### config.mk
export PLATFORM = sky130hd
export DESIGN_NAME = pwm_duty_ramp_generator_flat
export DESIGN_NICKNAME = d
export VERILOG_FILES = /design/src/design/pdr_pkg.sv /design/src/design/pdr_item_if.sv /design/src/design/pdr_result_if.sv /design/src/design/pdr_divider.sv /design/src/design/pwm_duty_ramp_generator.sv /design/src/flat_wrapper.sv
export VERILOG_INCLUDE_DIRS = /design/src /design/src/design
export SDC_FILE = /design/constraint.sdc
export NUM_CORES = 1
export LEC_CHECK = 0
export BUFFER_PORTS_ARGS = -buffer_cell sky130_fd_sc_hd__buf_2
export CORE_ASPECT_RATIO = 1.1
export CORE_MARGIN = 3
export CORE_UTILIZATION = 57
export DETAILED_ROUTE_END_ITERATION = 10
export HOLD_SLACK_MARGIN = 0.06
export PLACE_DENSITY = 0.74
export REMOVE_ABC_BUFFERS = 1
export SKIP_LAST_GASP = 1
export SLEW_MARGIN = 20
export SYNTH_ARGS = -nofsm -noshare
export SYNTH_HDL_FRONTEND = slang
export SYNTH_SLANG_ARGS = --single-unit
### constraint.sdc
create_clock -name clk -period 12.4 [get_ports clk]
set_input_delay 1.24 -clock clk [delete_from_list [all_inputs] [get_ports clk]]
set_output_delay 1.24 -clock clk [all_outputs]
set_load 0.01 [all_outputs]
### src/design/pwm_duty_ramp_generator_assert.svh
// Assertion macros for the duty ramp generator.
// Each macro expects clk and rst_n in the scope that uses it.
`ifndef PWM_DUTY_RAMP_GENERATOR_ASSERT_SVH
`define PWM_DUTY_RAMP_GENERATOR_ASSERT_SVH

// Same-cycle implication, checked out of reset only
`define PDR_ASSERT_IMPL(lbl, pre, post) \
    lbl: assert property (@(posedge clk) disable iff (!rst_n) (pre) |-> (post)) \
        else $error("pdr: same-cycle check failed");

// Next-cycle implication, checked out of reset only
`define PDR_ASSERT_NEXT(lbl, pre, post) \
    lbl: assert property (@(posedge clk) disable iff (!rst_n) (pre) |=> (post)) \
        else $error("pdr: next-cycle check failed");

`endif

### src/design/pdr_pkg.sv
// Shared types, widths and helper functions for the duty ramp generator.
// No dependencies; the interfaces, the divider and the top module import it.
package pdr_pkg;

    // Internal duty resolution: 1.0 = 2^DUTY_FRACTION_BITS
    localparam int DUTY_FRACTION_BITS = 23;
    localparam int PORT_FRACTION_BITS = 15;
    localparam int PORT_W             = PORT_FRACTION_BITS + 2;
    localparam int DUTY_W             = DUTY_FRACTION_BITS + 1;
    localparam int ACC_W              = DUTY_FRACTION_BITS + 3;
    localparam int CFG_W              = 16;
    localparam int SEG_W              = 16;
    localparam int CMP_W              = 16;
    localparam int MUL_W              = DUTY_W + CFG_W;
    localparam int DIV_STEPS          = DUTY_W;
    localparam int DIV_CNT_W          = $clog2(DIV_STEPS);
    localparam int PORT_SHIFT         = DUTY_FRACTION_BITS - PORT_FRACTION_BITS;

    typedef logic        [DUTY_W-1:0] duty_t;
    typedef logic signed [ACC_W-1:0]  acc_t;
    typedef logic signed [PORT_W-1:0] port_duty_t;
    typedef logic        [SEG_W-1:0]  seg_t;

    localparam duty_t DUTY_ONE = {1'b1, {DUTY_FRACTION_BITS{1'b0}}};

    // Configuration register indexes
    localparam logic REG_PERIOD          = 1'b0;
    localparam logic REG_SEGMENT_SAMPLES = 1'b1;

    // Command codes
    localparam logic CMD_START = 1'b0;
    localparam logic CMD_TICK  = 1'b1;

    // Q15 port value to clamped internal duty
    function automatic duty_t port_to_duty(port_duty_t v);
        duty_t r;
        if (v[PORT_W-1]) begin
            r = '0;
        end
        else if (v[PORT_W-2:0] > {1'b1, {PORT_FRACTION_BITS{1'b0}}}) begin
            r = DUTY_ONE;
        end
        else begin
            r = duty_t'(v[PORT_W-2:0]) << PORT_SHIFT;
        end
        return r;
    endfunction

    // Clamp accumulator to 0..1.0
    function automatic duty_t clamp_acc(acc_t a);
        duty_t r;
        if (a[ACC_W-1]) begin
            r = '0;
        end
        else if (a > acc_t'(DUTY_ONE)) begin
            r = DUTY_ONE;
        end
        else begin
            r = a[DUTY_W-1:0];
        end
        return r;
    endfunction

    // Saturating accumulator add
    function automatic acc_t sat_add(acc_t a, acc_t b);
        logic signed [ACC_W:0] s;
        acc_t r;
        s = {a[ACC_W-1], a} + {b[ACC_W-1], b};
        if (s[ACC_W] != s[ACC_W-1]) begin
            r = s[ACC_W] ? {1'b1, {(ACC_W-1){1'b0}}} : {1'b0, {(ACC_W-1){1'b1}}};
        end
        else begin
            r = s[ACC_W-1:0];
        end
        return r;
    endfunction

endpackage

### src/design/pdr_item_if.sv
// Input word channel of the duty ramp generator.
// Depends on pdr_pkg for field widths.
interface pdr_item_if
    import pdr_pkg::*;
    ();
    logic       valid;
    logic       ready;
    logic       command;
    port_duty_t initial_duty;
    logic       target_valid;
    port_duty_t target_duty;

    modport source (output valid, command, initial_duty, target_valid, target_duty,
                    input ready);
    modport sink   (input valid, command, initial_duty, target_valid, target_duty,
                    output ready);
endinterface

### src/design/pdr_result_if.sv
// Result word channel of the duty ramp generator.
// Depends on pdr_pkg for field widths.
interface pdr_result_if
    import pdr_pkg::*;
    ();
    logic             valid;
    logic             ready;
    logic [CMP_W-1:0] compare_value;
    logic             segment_began;

    modport source (output valid, compare_value, segment_began, input ready);
    modport sink   (input valid, compare_value, segment_began, output ready);
endinterface

### src/design/pdr_divider.sv
// Restoring serial divider, one quotient bit per cycle, unsigned operands.
// Depends on pdr_pkg for operand widths and step count.
module pdr_divider
    import pdr_pkg::*;
(
    input  logic        clk,
    input  logic        rst_n,
    input  logic        start,
    input  duty_t       dividend,
    input  seg_t        divisor,
    output logic        done,
    output duty_t       quotient
);

    logic                 busy_reg;
    logic                 done_reg;
    logic [DIV_CNT_W-1:0] cnt_reg;
    duty_t                quo_reg;
    seg_t                 rem_reg;
    seg_t                 div_reg;
    logic [SEG_W:0]       shifted;
    logic                 fits;

    // Bring down the next dividend bit and trial-subtract
    assign shifted = {rem_reg, quo_reg[DUTY_W-1]};
    assign fits    = shifted >= {1'b0, div_reg};

    // Sequence control
    always_ff @(posedge clk or negedge rst_n)
    begin
        if (!rst_n)
        begin
            busy_reg <= 1'b0;
            done_reg <= 1'b0;
            cnt_reg  <= '0;
        end
        else
        begin
            done_reg <= 1'b0;
            if (start)
            begin
                busy_reg <= 1'b1;
                cnt_reg  <= '0;
            end
            else if (busy_reg)
            begin
                if (cnt_reg == DIV_CNT_W'(DIV_STEPS - 1))
                begin
                    busy_reg <= 1'b0;
                    done_reg <= 1'b1;
                end
                cnt_reg <= cnt_reg + 1'b1;
            end
        end
    end

    // Partial remainder and quotient
    always_ff @(posedge clk)
    begin
        if (start)
        begin
            quo_reg <= dividend;
            rem_reg <= '0;
            div_reg <= divisor;
        end
        else if (busy_reg)
        begin
            rem_reg <= fits ? seg_t'(shifted - {1'b0, div_reg}) : shifted[SEG_W-1:0];
            quo_reg <= {quo_reg[DUTY_W-2:0], fits};
        end
    end

    assign done     = done_reg;
    assign quotient = quo_reg;

endmodule

### src/design/pwm_duty_ramp_generator.sv
// Linear duty ramp generator: one PWM compare value per input word. A start word
// goes through prep, divide, multiply and finish; a tick skips divide unless it
// opens a new segment, the serial divider then setting the time spent there (one
// quotient bit per cycle, DUTY_FRACTION_BITS+1 bits). One word is in work at a
// time; a finished result waits in the output register while the next word is taken.
// Depends on pdr_pkg, pdr_item_if, pdr_result_if, pdr_divider and the assert header.
`include "pwm_duty_ramp_generator_assert.svh"

module pwm_duty_ramp_generator
    import pdr_pkg::*;
(
    input  logic             clk,
    input  logic             rst_n,
    pdr_item_if.sink         item,
    pdr_result_if.source     result,
    input  logic             write_enable,
    input  logic             reg_index,
    input  logic [CFG_W-1:0] write_data
);

    typedef enum logic [4:0] {
        ST_IDLE = 5'b00001,
        ST_PREP = 5'b00010,
        ST_DIV  = 5'b00100,
        ST_MUL  = 5'b01000,
        ST_FIN  = 5'b10000
    } state_t;

    state_t           state_reg;
    logic [CFG_W-1:0] period_reg;
    seg_t             seg_len_reg;
    acc_t             acc_reg;
    acc_t             step_reg;
    seg_t             cnt_reg;
    logic             cmd_reg;
    logic             tvalid_reg;
    port_duty_t       tduty_reg;
    logic             began_reg;
    logic             neg_reg;
    logic [MUL_W-1:0] prod_reg;
    logic             out_valid_reg;
    logic [CMP_W-1:0] out_cmp_reg;
    logic             out_began_reg;

    seg_t             seg_eff;
    logic             accept;
    logic             out_free;
    duty_t            acc_clamped;
    duty_t            target;
    acc_t             diff;
    acc_t             diff_mag;
    logic             div_start;
    logic             div_done;
    duty_t            div_quotient;
    acc_t             quo_ext;

    // Zero segment length acts as one
    assign seg_eff     = (seg_len_reg == '0) ? seg_t'(1) : seg_len_reg;
    assign accept      = item.valid && item.ready;
    assign item.ready  = (state_reg == ST_IDLE);
    assign out_free    = !out_valid_reg || result.ready;

    // Step numerator: clamped target minus clamped duty
    assign acc_clamped = clamp_acc(acc_reg);
    assign target      = tvalid_reg ? port_to_duty(tduty_reg) : acc_clamped;
    assign diff        = acc_t'(target) - acc_t'(acc_clamped);
    assign diff_mag    = diff[ACC_W-1] ? -diff : diff;
    assign div_start   = (state_reg == ST_PREP) && began_reg;
    assign quo_ext     = acc_t'(div_quotient);

    pdr_divider u_div (
        .clk      (clk),
        .rst_n    (rst_n),
        .start    (div_start),
        .dividend (diff_mag[DUTY_W-1:0]),
        .divisor  (seg_eff),
        .done     (div_done),
        .quotient (div_quotient)
    );

    // Configuration registers
    always_ff @(posedge clk or negedge rst_n)
    begin
        if (!rst_n)
        begin
            period_reg  <= '1;
            seg_len_reg <= seg_t'(1);
        end
        else if (write_enable)
        begin
            case (reg_index)
                REG_PERIOD:          period_reg  <= write_data;
                REG_SEGMENT_SAMPLES: seg_len_reg <= write_data;
                default:             ;
            endcase
        end
    end

    // Sequencer and ramp state
    always_ff @(posedge clk or negedge rst_n)
    begin
        if (!rst_n)
        begin
            state_reg     <= ST_IDLE;
            acc_reg       <= '0;
            step_reg      <= '0;
            cnt_reg       <= '0;
            out_valid_reg <= 1'b0;
        end
        else
        begin
            if (out_valid_reg && result.ready)
            begin
                out_valid_reg <= 1'b0;
            end
            case (state_reg)
                ST_IDLE:
                begin
                    if (accept)
                    begin
                        if (item.command == CMD_START)
                        begin
                            acc_reg  <= acc_t'(port_to_duty(item.initial_duty));
                            step_reg <= '0;
                            cnt_reg  <= '0;
                        end
                        state_reg <= ST_PREP;
                    end
                end
                ST_PREP:
                begin
                    // Clamp duty at segment start, division launched alongside
                    if (began_reg)
                    begin
                        acc_reg   <= acc_t'(acc_clamped);
                        state_reg <= ST_DIV;
                    end
                    else
                    begin
                        state_reg <= ST_MUL;
                    end
                end
                ST_DIV:
                begin
                    if (div_done)
                    begin
                        step_reg  <= neg_reg ? -quo_ext : quo_ext;
                        cnt_reg   <= '0;
                        state_reg <= ST_MUL;
                    end
                end
                ST_MUL:
                begin
                    state_reg <= ST_FIN;
                end
                ST_FIN:
                begin
                    // Hand over the word, then advance the duty on a tick
                    if (out_free)
                    begin
                        out_valid_reg <= 1'b1;
                        if (cmd_reg == CMD_TICK)
                        begin
                            acc_reg <= sat_add(acc_reg, step_reg);
                            if (cnt_reg != '1)
                            begin
                                cnt_reg <= cnt_reg + 1'b1;
                            end
                        end
                        state_reg <= ST_IDLE;
                    end
                end
                default:
                begin
                    state_reg <= ST_IDLE;
                end
            endcase
        end
    end

    // Item capture, sign of numerator, product and output word
    always_ff @(posedge clk)
    begin
        if (accept)
        begin
            cmd_reg    <= item.command;
            tvalid_reg <= item.target_valid;
            tduty_reg  <= item.target_duty;
            began_reg  <= (item.command == CMD_START) || (cnt_reg >= seg_eff);
        end
        if (state_reg == ST_PREP)
        begin
            neg_reg <= diff[ACC_W-1];
        end
        if (state_reg == ST_MUL)
        begin
            prod_reg <= acc_clamped * period_reg;
        end
        if ((state_reg == ST_FIN) && out_free)
        begin
            out_cmp_reg   <= prod_reg[DUTY_FRACTION_BITS +: CMP_W];
            out_began_reg <= began_reg;
        end
    end

    assign result.valid         = out_valid_reg;
    assign result.compare_value = out_cmp_reg;
    assign result.segment_began = out_began_reg;

    // Block stays busy for the word it has just taken
    `PDR_ASSERT_NEXT(a_busy_after_accept, accept, !item.ready)
    // Divider finishes only while the sequencer waits on it
    `PDR_ASSERT_IMPL(a_div_done_in_wait, div_done, state_reg == ST_DIV)
    // Duty is within 0..1 once a segment has been set up
    `PDR_ASSERT_IMPL(a_acc_clamped, (state_reg == ST_MUL) && began_reg,
                     !acc_reg[ACC_W-1] && (acc_reg <= acc_t'(DUTY_ONE)))

endmodule
### src/flat_wrapper.sv
// flat-port wrapper written by rule: the top's interface ports become plain ports
module pwm_duty_ramp_generator_flat import pdr_pkg::*;
  (clk, rst_n, write_enable, reg_index, write_data, item_valid, item_command, item_initial_duty, item_target_valid, item_target_duty, item_ready, result_valid, result_compare_value, result_segment_began, result_ready);
  pdr_item_if item_i ();
  pdr_result_if result_i ();
  input  logic clk;
  input  logic rst_n;
  input  logic write_enable;
  input  logic reg_index;
  input  logic [CFG_W-1:0] write_data;
  input wire logic [$bits(item_i.valid)-1:0] item_valid;
  input wire logic [$bits(item_i.command)-1:0] item_command;
  input wire logic [$bits(item_i.initial_duty)-1:0] item_initial_duty;
  input wire logic [$bits(item_i.target_valid)-1:0] item_target_valid;
  input wire logic [$bits(item_i.target_duty)-1:0] item_target_duty;
  output wire logic [$bits(item_i.ready)-1:0] item_ready;
  output wire logic [$bits(result_i.valid)-1:0] result_valid;
  output wire logic [$bits(result_i.compare_value)-1:0] result_compare_value;
  output wire logic [$bits(result_i.segment_began)-1:0] result_segment_began;
  input wire logic [$bits(result_i.ready)-1:0] result_ready;
  assign item_i.valid = item_valid;
  assign item_i.command = item_command;
  assign item_i.initial_duty = item_initial_duty;
  assign item_i.target_valid = item_target_valid;
  assign item_i.target_duty = item_target_duty;
  assign item_ready = item_i.ready;
  assign result_valid = result_i.valid;
  assign result_compare_value = result_i.compare_value;
  assign result_segment_began = result_i.segment_began;
  assign result_i.ready = result_ready;
  pwm_duty_ramp_generator u_core (.clk(clk), .rst_n(rst_n), .item(item_i), .result(result_i), .write_enable(write_enable), .reg_index(reg_index), .write_data(write_data));
endmodule
# Word level (Yosys, flattened, before mapping)

Index checks and enable logic that the tools add are counted.

Register bits after elaboration: 246

Add/subtract/negate cells: 7
Multipliers: 1
Order comparisons: 5
Equal/unequal tests: 15
Multiplexer cells: 48
Bitwise gates (word level): 2
Reductions and logical operators: 18

Operators with widths:

| operator                                                        | count |
|---|---|
| 2-to-1 mux 26 bit                                               | 11 |
| 2-to-1 mux 24 bit                                               | 10 |
| 2-to-1 mux 16 bit                                               | 8 |
| one-hot mux 26 bit (3 select lines)                             | 1 |
| one-hot mux 26 bit (2 select lines)                             | 1 |
| one-hot mux 16 bit (3 select lines)                             | 1 |
| multiplier 24 x 16 -> 39 bit                                    | 1 |
| greater-than comparator 16 bit, second input constant           | 2 |
| adder 26 x 26 -> 27 bit                                         | 1 |
| greater-than comparator 26 x 25 -> 1 bit, second input constant | 1 |
| negator 24 -> 26 bit                                            | 1 |
| 2-to-1 mux 5 bit                                                | 5 |
| one-hot mux 5 bit (5 select lines)                              | 1 |
| subtractor 24 x 24 -> 25 bit                                    | 1 |
| negator 24 bit                                                  | 1 |
| >= comparator 17 x 16 -> 1 bit                                  | 1 |
| adder 16 x 1 -> 16 bit, second input constant                   | 1 |
| >= comparator 16 bit                                            | 1 |
| zero test 16 bit                                                | 1 |
| != test 16 bit, second input constant                           | 1 |
| subtractor 16 bit                                               | 1 |
| equality test 5 bit, second input constant                      | 2 |
| 2-to-1 mux 1 bit                                                | 9 |
| != test 2 x 1 -> 1 bit, second input constant                   | 4 |
| 19 further kinds                                                | 29 |

# Logic depth before layout (Yosys ltp)

Depth in word-level cells: 8
Mapped depth: 31
Depth with buffers taken out: 28

# Hierarchy

A second synthesis with hierarchy kept.

Cell total of the unflattened synthesis: 2,747
Area total of the unflattened synthesis: 25,539.5 um^2

Modules (own cells, without submodules):

| module                  | instances | cells each | area each (um^2) | sequential area each (um^2) |
|---|---|---|---|---|
| pwm_duty_ramp_generator | 1         | 2,428      | 21,997.3         | 4,296.6 |
| pdr_divider             | 1         | 319        | 3,542.1          | 1,696.6 |

# Worst setup path before layout

OpenSTA, ideal clock, no wires.

Path kind: flip-flop to flip-flop
Start point: reg u_core.acc_reg[8]
End point: reg u_core.prod_reg[37] (data pin)
Setup time: 0.262 ns
Arrival time: 7.642 ns
Path slack: 4.496 ns
Cell stages (with the launch flop): 31
Buffers on the path: 4
Period minus slack after synthesis: 7.904 ns
Path through: dfrtp_1 -> or4_1 -> nor3_1 -> a41o_1 -> clkbuf_1 -> clkbuf_1 -> and3_1 -> clkbuf_1 -> clkbuf_1 -> nand2_1 -> fa_1 -> inv_1 -> fa_1 -> inv_1 -> fa_1 -> inv_1 -> fa_1 -> fa_1 -> inv_1 -> fa_1 -> inv_1 -> ha_1 -> and4_1 -> and3_1 -> a32oi_1 -> o221ai_1 -> a21oi_1 -> nor3_1 -> a211oi_1 -> a21oi_1 -> xor2_1

Longest elaborated chain between the ends: 4

Ends and longest elaborated chain:

| item                                     | RTL line                       | RTL |
|---|---|---|
| from (decl)                              | pwm_duty_ramp_generator.sv:32  | `acc_t acc_reg;` |
| from (signal assigned)                   | pwm_duty_ramp_generator.sv:123 | `acc_reg <= acc_t'(port_to_duty(item.initial_duty));` |
| from (signal assigned)                   | pwm_duty_ramp_generator.sv:135 | `acc_reg <= acc_t'(acc_clamped);` |
| from (signal assigned)                   | pwm_duty_ramp_generator.sv:164 | `acc_reg <= sat_add(acc_reg, step_reg);` |
| greater-than comparator 26 x 25 -> 1 bit | pdr_pkg.sv:55                  | `else if (a > acc_t'(DUTY_ONE)) begin` |
| 2-to-1 mux 24 bit *                      | pdr_pkg.sv:55                  |  |
| 2-to-1 mux 24 bit *                      | pdr_pkg.sv:52                  | `if (a[ACC_W-1]) begin` |
| multiplier 24 x 16 -> 39 bit *           | pwm_duty_ramp_generator.sv:197 | `prod_reg <= acc_clamped * period_reg;` |
| to (signal assigned)                     | pwm_duty_ramp_generator.sv:197 |  |
| to (decl)                                | pwm_duty_ramp_generator.sv:40  | `logic [MUL_W-1:0] prod_reg;` |

Mark *: on every way between the ends. The rest lies on a longest branch, timed or not.
A chain may end at the register's enable or synchronous reset.

# Final worst setup path

Same ends and word-level chain as after synthesis.

==> impl_metrics.sql <==
INSERT INTO impl_metrics (metric_group, metric, value, unit) VALUES
('final_layout', 'multi_input_area', '17500', 'µm²'),
('hold_path', 'min_to', 'u_core.result.compare_value[8]', ''),
('timing', 'post-route-period-util', '73.6', '%'),
('clock_tree', 'cts.sink_count', '223', ''),
('logic_synthesis', 'netlist_instances', '2846', ''),
('timing', 'setup_viol', '0', ''),
('floorplan', 'die_y_extent', '228', 'µm'),
('critical_path', 'worst_r2r_endpoint', 'u_core.prod_reg[37]', ''),
('critical_path', 'crit_family', 'adder cells', ''),
('timing', 'worst_slew_margin_rel', '23.9', '%'),
('floorplan', 'fp.dieArea', '47500', 'µm²'),
('critical_path', 'setup.worst_path.end_class', 'flip-flop', ''),
('clock_tree', 'cts_tree', 'yes', ''),
('routing', 'detailed_route_via_count', '20500', ''),
('logic_synthesis', 'main_combinational_cell_family_by_area_after_synthesis', 'adder cells', ''),
('timing', 'setup_tns', '0', 'ns'),
('logic_synthesis', 'edff_count_synth', '94', ''),
('floorplan', 'initial_util', '58.4', '%'),
('hold_path', 'hold_path_depth', '0', ''),
('timing', 'setup_repair_after_global_routing_missed_its_margin', 'no', ''),
('final_layout', 'drive_above_1_share', '7.85', '%'),
('clock_tree', 'cts.reportedPaths.clkPinSlew', '0.06', 'ns'),
('timing', 'final-hold-violation-count', '0', ''),
('global_route', 'largest_net_degree_at_the_start_of_global_routing', '63', ''),
('critical_path', 'worst_r2r_startpoint', 'u_core.acc_reg[8]', ''),
('power', 'p_leak', '12.7', 'nW'),
('global_route', 'globalRouteMet3Util', '5.71', '%'),
('routing', 'remaining_antenna_violation_count_after_routing', '0', ''),
('clock_tree', 'numCtsBuffers', '27', ''),
('final_layout', 'final_standard_cell_count_with_taps_included_and_fillers_excluded', '3414', ''),
('logic_synthesis', 'dominant_synthesized_flop_cell', 'sky130_fd_sc_hd__dfrtp_1', ''),
('routing', 'drt_first_pass_iters', '6', ''),
('clock_tree', 'cts-root-to-sink-buffers', '3', ''),
('logic_synthesis', 'async_reset_ff_share', '50.7', '%'),
('power', 'design_power_total', '5.40', 'mW'),
('critical_path', 'crit_path_frequent_cell', 'sky130_fd_sc_hd__fa_1', ''),
('job', 'number_of_max_cap_violations', '0', ''),
('floorplan', 'design.portCount', '77', ''),
('logic_synthesis', 'post_synth_instance_area', '25600', 'µm²'),
('place', 'hpwlAfterDp', '50200', 'µm'),
('routing', 'wl_per_cell', '19.5', 'µm'),
('logic_synthesis', 'synth_simple_gate_area_share', '18.8', '%'),
('global_route', 'grt_first_pass_wirelength', '110000', 'µm'),
('logic_synthesis', 'synth_cell_types', '83', ''),
('logic_synthesis', 'ys_seq_elements', '223', ''),
('place', 'gpl.final_weighted_congestion', '0.961', ''),
('logic_synthesis', 'yosysSeqAreaShare', '23.4', '%'),
('critical_path', 'reg2reg_setup_slack', '3.27', 'ns'),
('timing', 'timing_worst_slew_pin_value', '1.14', 'ns'),
('global_route', 'grt_util_met2', '47.0', '%'),
('timing', 'fmax', '0.110', 'GHz'),
('outcome', 'run_status', 'complete, no violations', ''),
('clock_tree', 'holdBufCountCts', '0', ''),
('routing', 'drc', '0', ''),
('critical_path', 'timing.critical_path.slowest_stage_cell', 'sky130_fd_sc_hd__and3_1', ''),
('final_layout', 'stdcell_area', '27200', 'µm²'),
('critical_path', 'crit_type', 'flip-flop to flip-flop', ''),
('place', 'io_buffers', '76', ''),
('critical_path', 'reg2regPathDepth', '26', ''),
('global_route', 'global_router_s_overall_resource_usage', '28.3', '%'),
('global_route', 'global_route.usage.met1', '37.7', '%'),
('clock_tree', 'ctsRootBufferMaster', 'sky130_fd_sc_hd__clkbuf_16', ''),
('final_layout', 'flow.area_growth_from_synthesis', '6.21', '%'),
('final_layout', 'final-seq-area', '5990', 'µm²'),
('global_route', 'first_global_vias', '21300', ''),
('routing', 'viasPerCell', '6.00', ''),
('logic_synthesis', 'muxShareOfSynthArea', '2.27', '%'),
('place', 'placement.cell_area', '26300', 'µm²'),
('final_layout', 'postLayoutCoreUtil', '62.1', '%'),
('critical_path', 'crit_path_max_fanout', '24', ''),
('global_route', 'antenna_found_initial', '0', '');
[cells by family (layout without fill, tap and decap cells)]
| group | Yosys count | after routing |
|---|---|---|
| buffers and inverters | 574 | 568 |
| AND/OR/NAND/NOR | 971 | 971 |
| multiplexers | 54 | 54 |
| flip-flops | 223 | 223 |
| XOR/XNOR | 99 | 99 |
| AO/OA/AOI/OAI | 434 | 434 |
| adder cells (fa/ha/maj) | 491 | 491 |
[where the power goes]
part	leakage (nW)	switching [mW]	total, mW	internal (mW)
clock network	0.428	0.328	0.788	0.460
registers	2.47	0.230	1.24	1.01
logic	9.85	2.05	3.37	1.32
[routing by layer]
metal	up-vias	wire length [µm]
met3	173	5570
met2	892	31600
li1	9280	-
met1	10200	27100
met4	0	2320
met5	-	0
[worst max-delay path by stage]
| stage | from | end | slack (ns) | cells after the start |
|---|---|---|---|---|
| 2_1_floorplan | u_core.acc_reg[8] | u_core.prod_reg[37] | 4.93 | 26 |
| 3_3_place_gp | u_core.acc_reg[8] | u_core.prod_reg[37] | 3.69 | 24 |
| 3_5_place_dp | u_core.acc_reg[8] | u_core.prod_reg[38] | 3.35 | 26 |
| 4_1_cts | u_core.acc_reg[8] | u_core.prod_reg[37] | 3.30 | 26 |
| 5_1_grt | u_core.acc_reg[12] | u_core.prod_reg[37] | 2.73 | 26 |
| 6_report | u_core.acc_reg[8] | u_core.prod_reg[37] | 3.27 | 26 |
[synthesized netlist by cell type (all sizes together), types with 32 or more instances]
cell type,number,share of area (%)
clkbuf,140,2.1
xor2,48,1.6
nor2,128,1.9
mux2,33,1.5
xnor2,51,1.7
ha,184,9.0
and2,160,3.9
nand3,40,0.78
dfrtp,95,9.3
fa,306,24
edfxtp,94,11
and3,42,1.0
inv,423,6.2
o21ai,150,2.9
nand2,391,5.7
nor4,32,0.91
nor3,42,0.82
a21oi,85,1.7
a21o,38,1.1
[cells in the final DEF, fill, tap and decap left out, drive strengths merged, types with 32 or more instances in the layout]
cell type and count:
buf 94, dfrtp 95, fa 306, and2 160, a21oi 85, nand3 40
ha 184, a21o 38, mux2 33, xor2 48, nand2 391, nor2 128
nor4 32, xnor2 51, nor3 42, o21ai 150, edfxtp 94, and3 42
clkbuf 38, inv 425
[area by class of cell]
class	instances	area share [%]
clock buffers	38	2.86
clock inverters	11	0.372
inverters	425	5.86
multi-input cells	2049	64.3
flip-flops and latches	223	22.0
well taps	574	2.64
repair buffers	94	1.90
[per-stage QoR]
stage               hold slack [ns]  setup WS, ns
finish                        0.425          3.27
detailed placement            0.408          3.35
global route                  0.443          2.73
CTS                           0.428          3.30
global placement              0.414          3.69
floorplan                     0.400          4.93
Note: power is estimated with default switching activity, not from simulation.
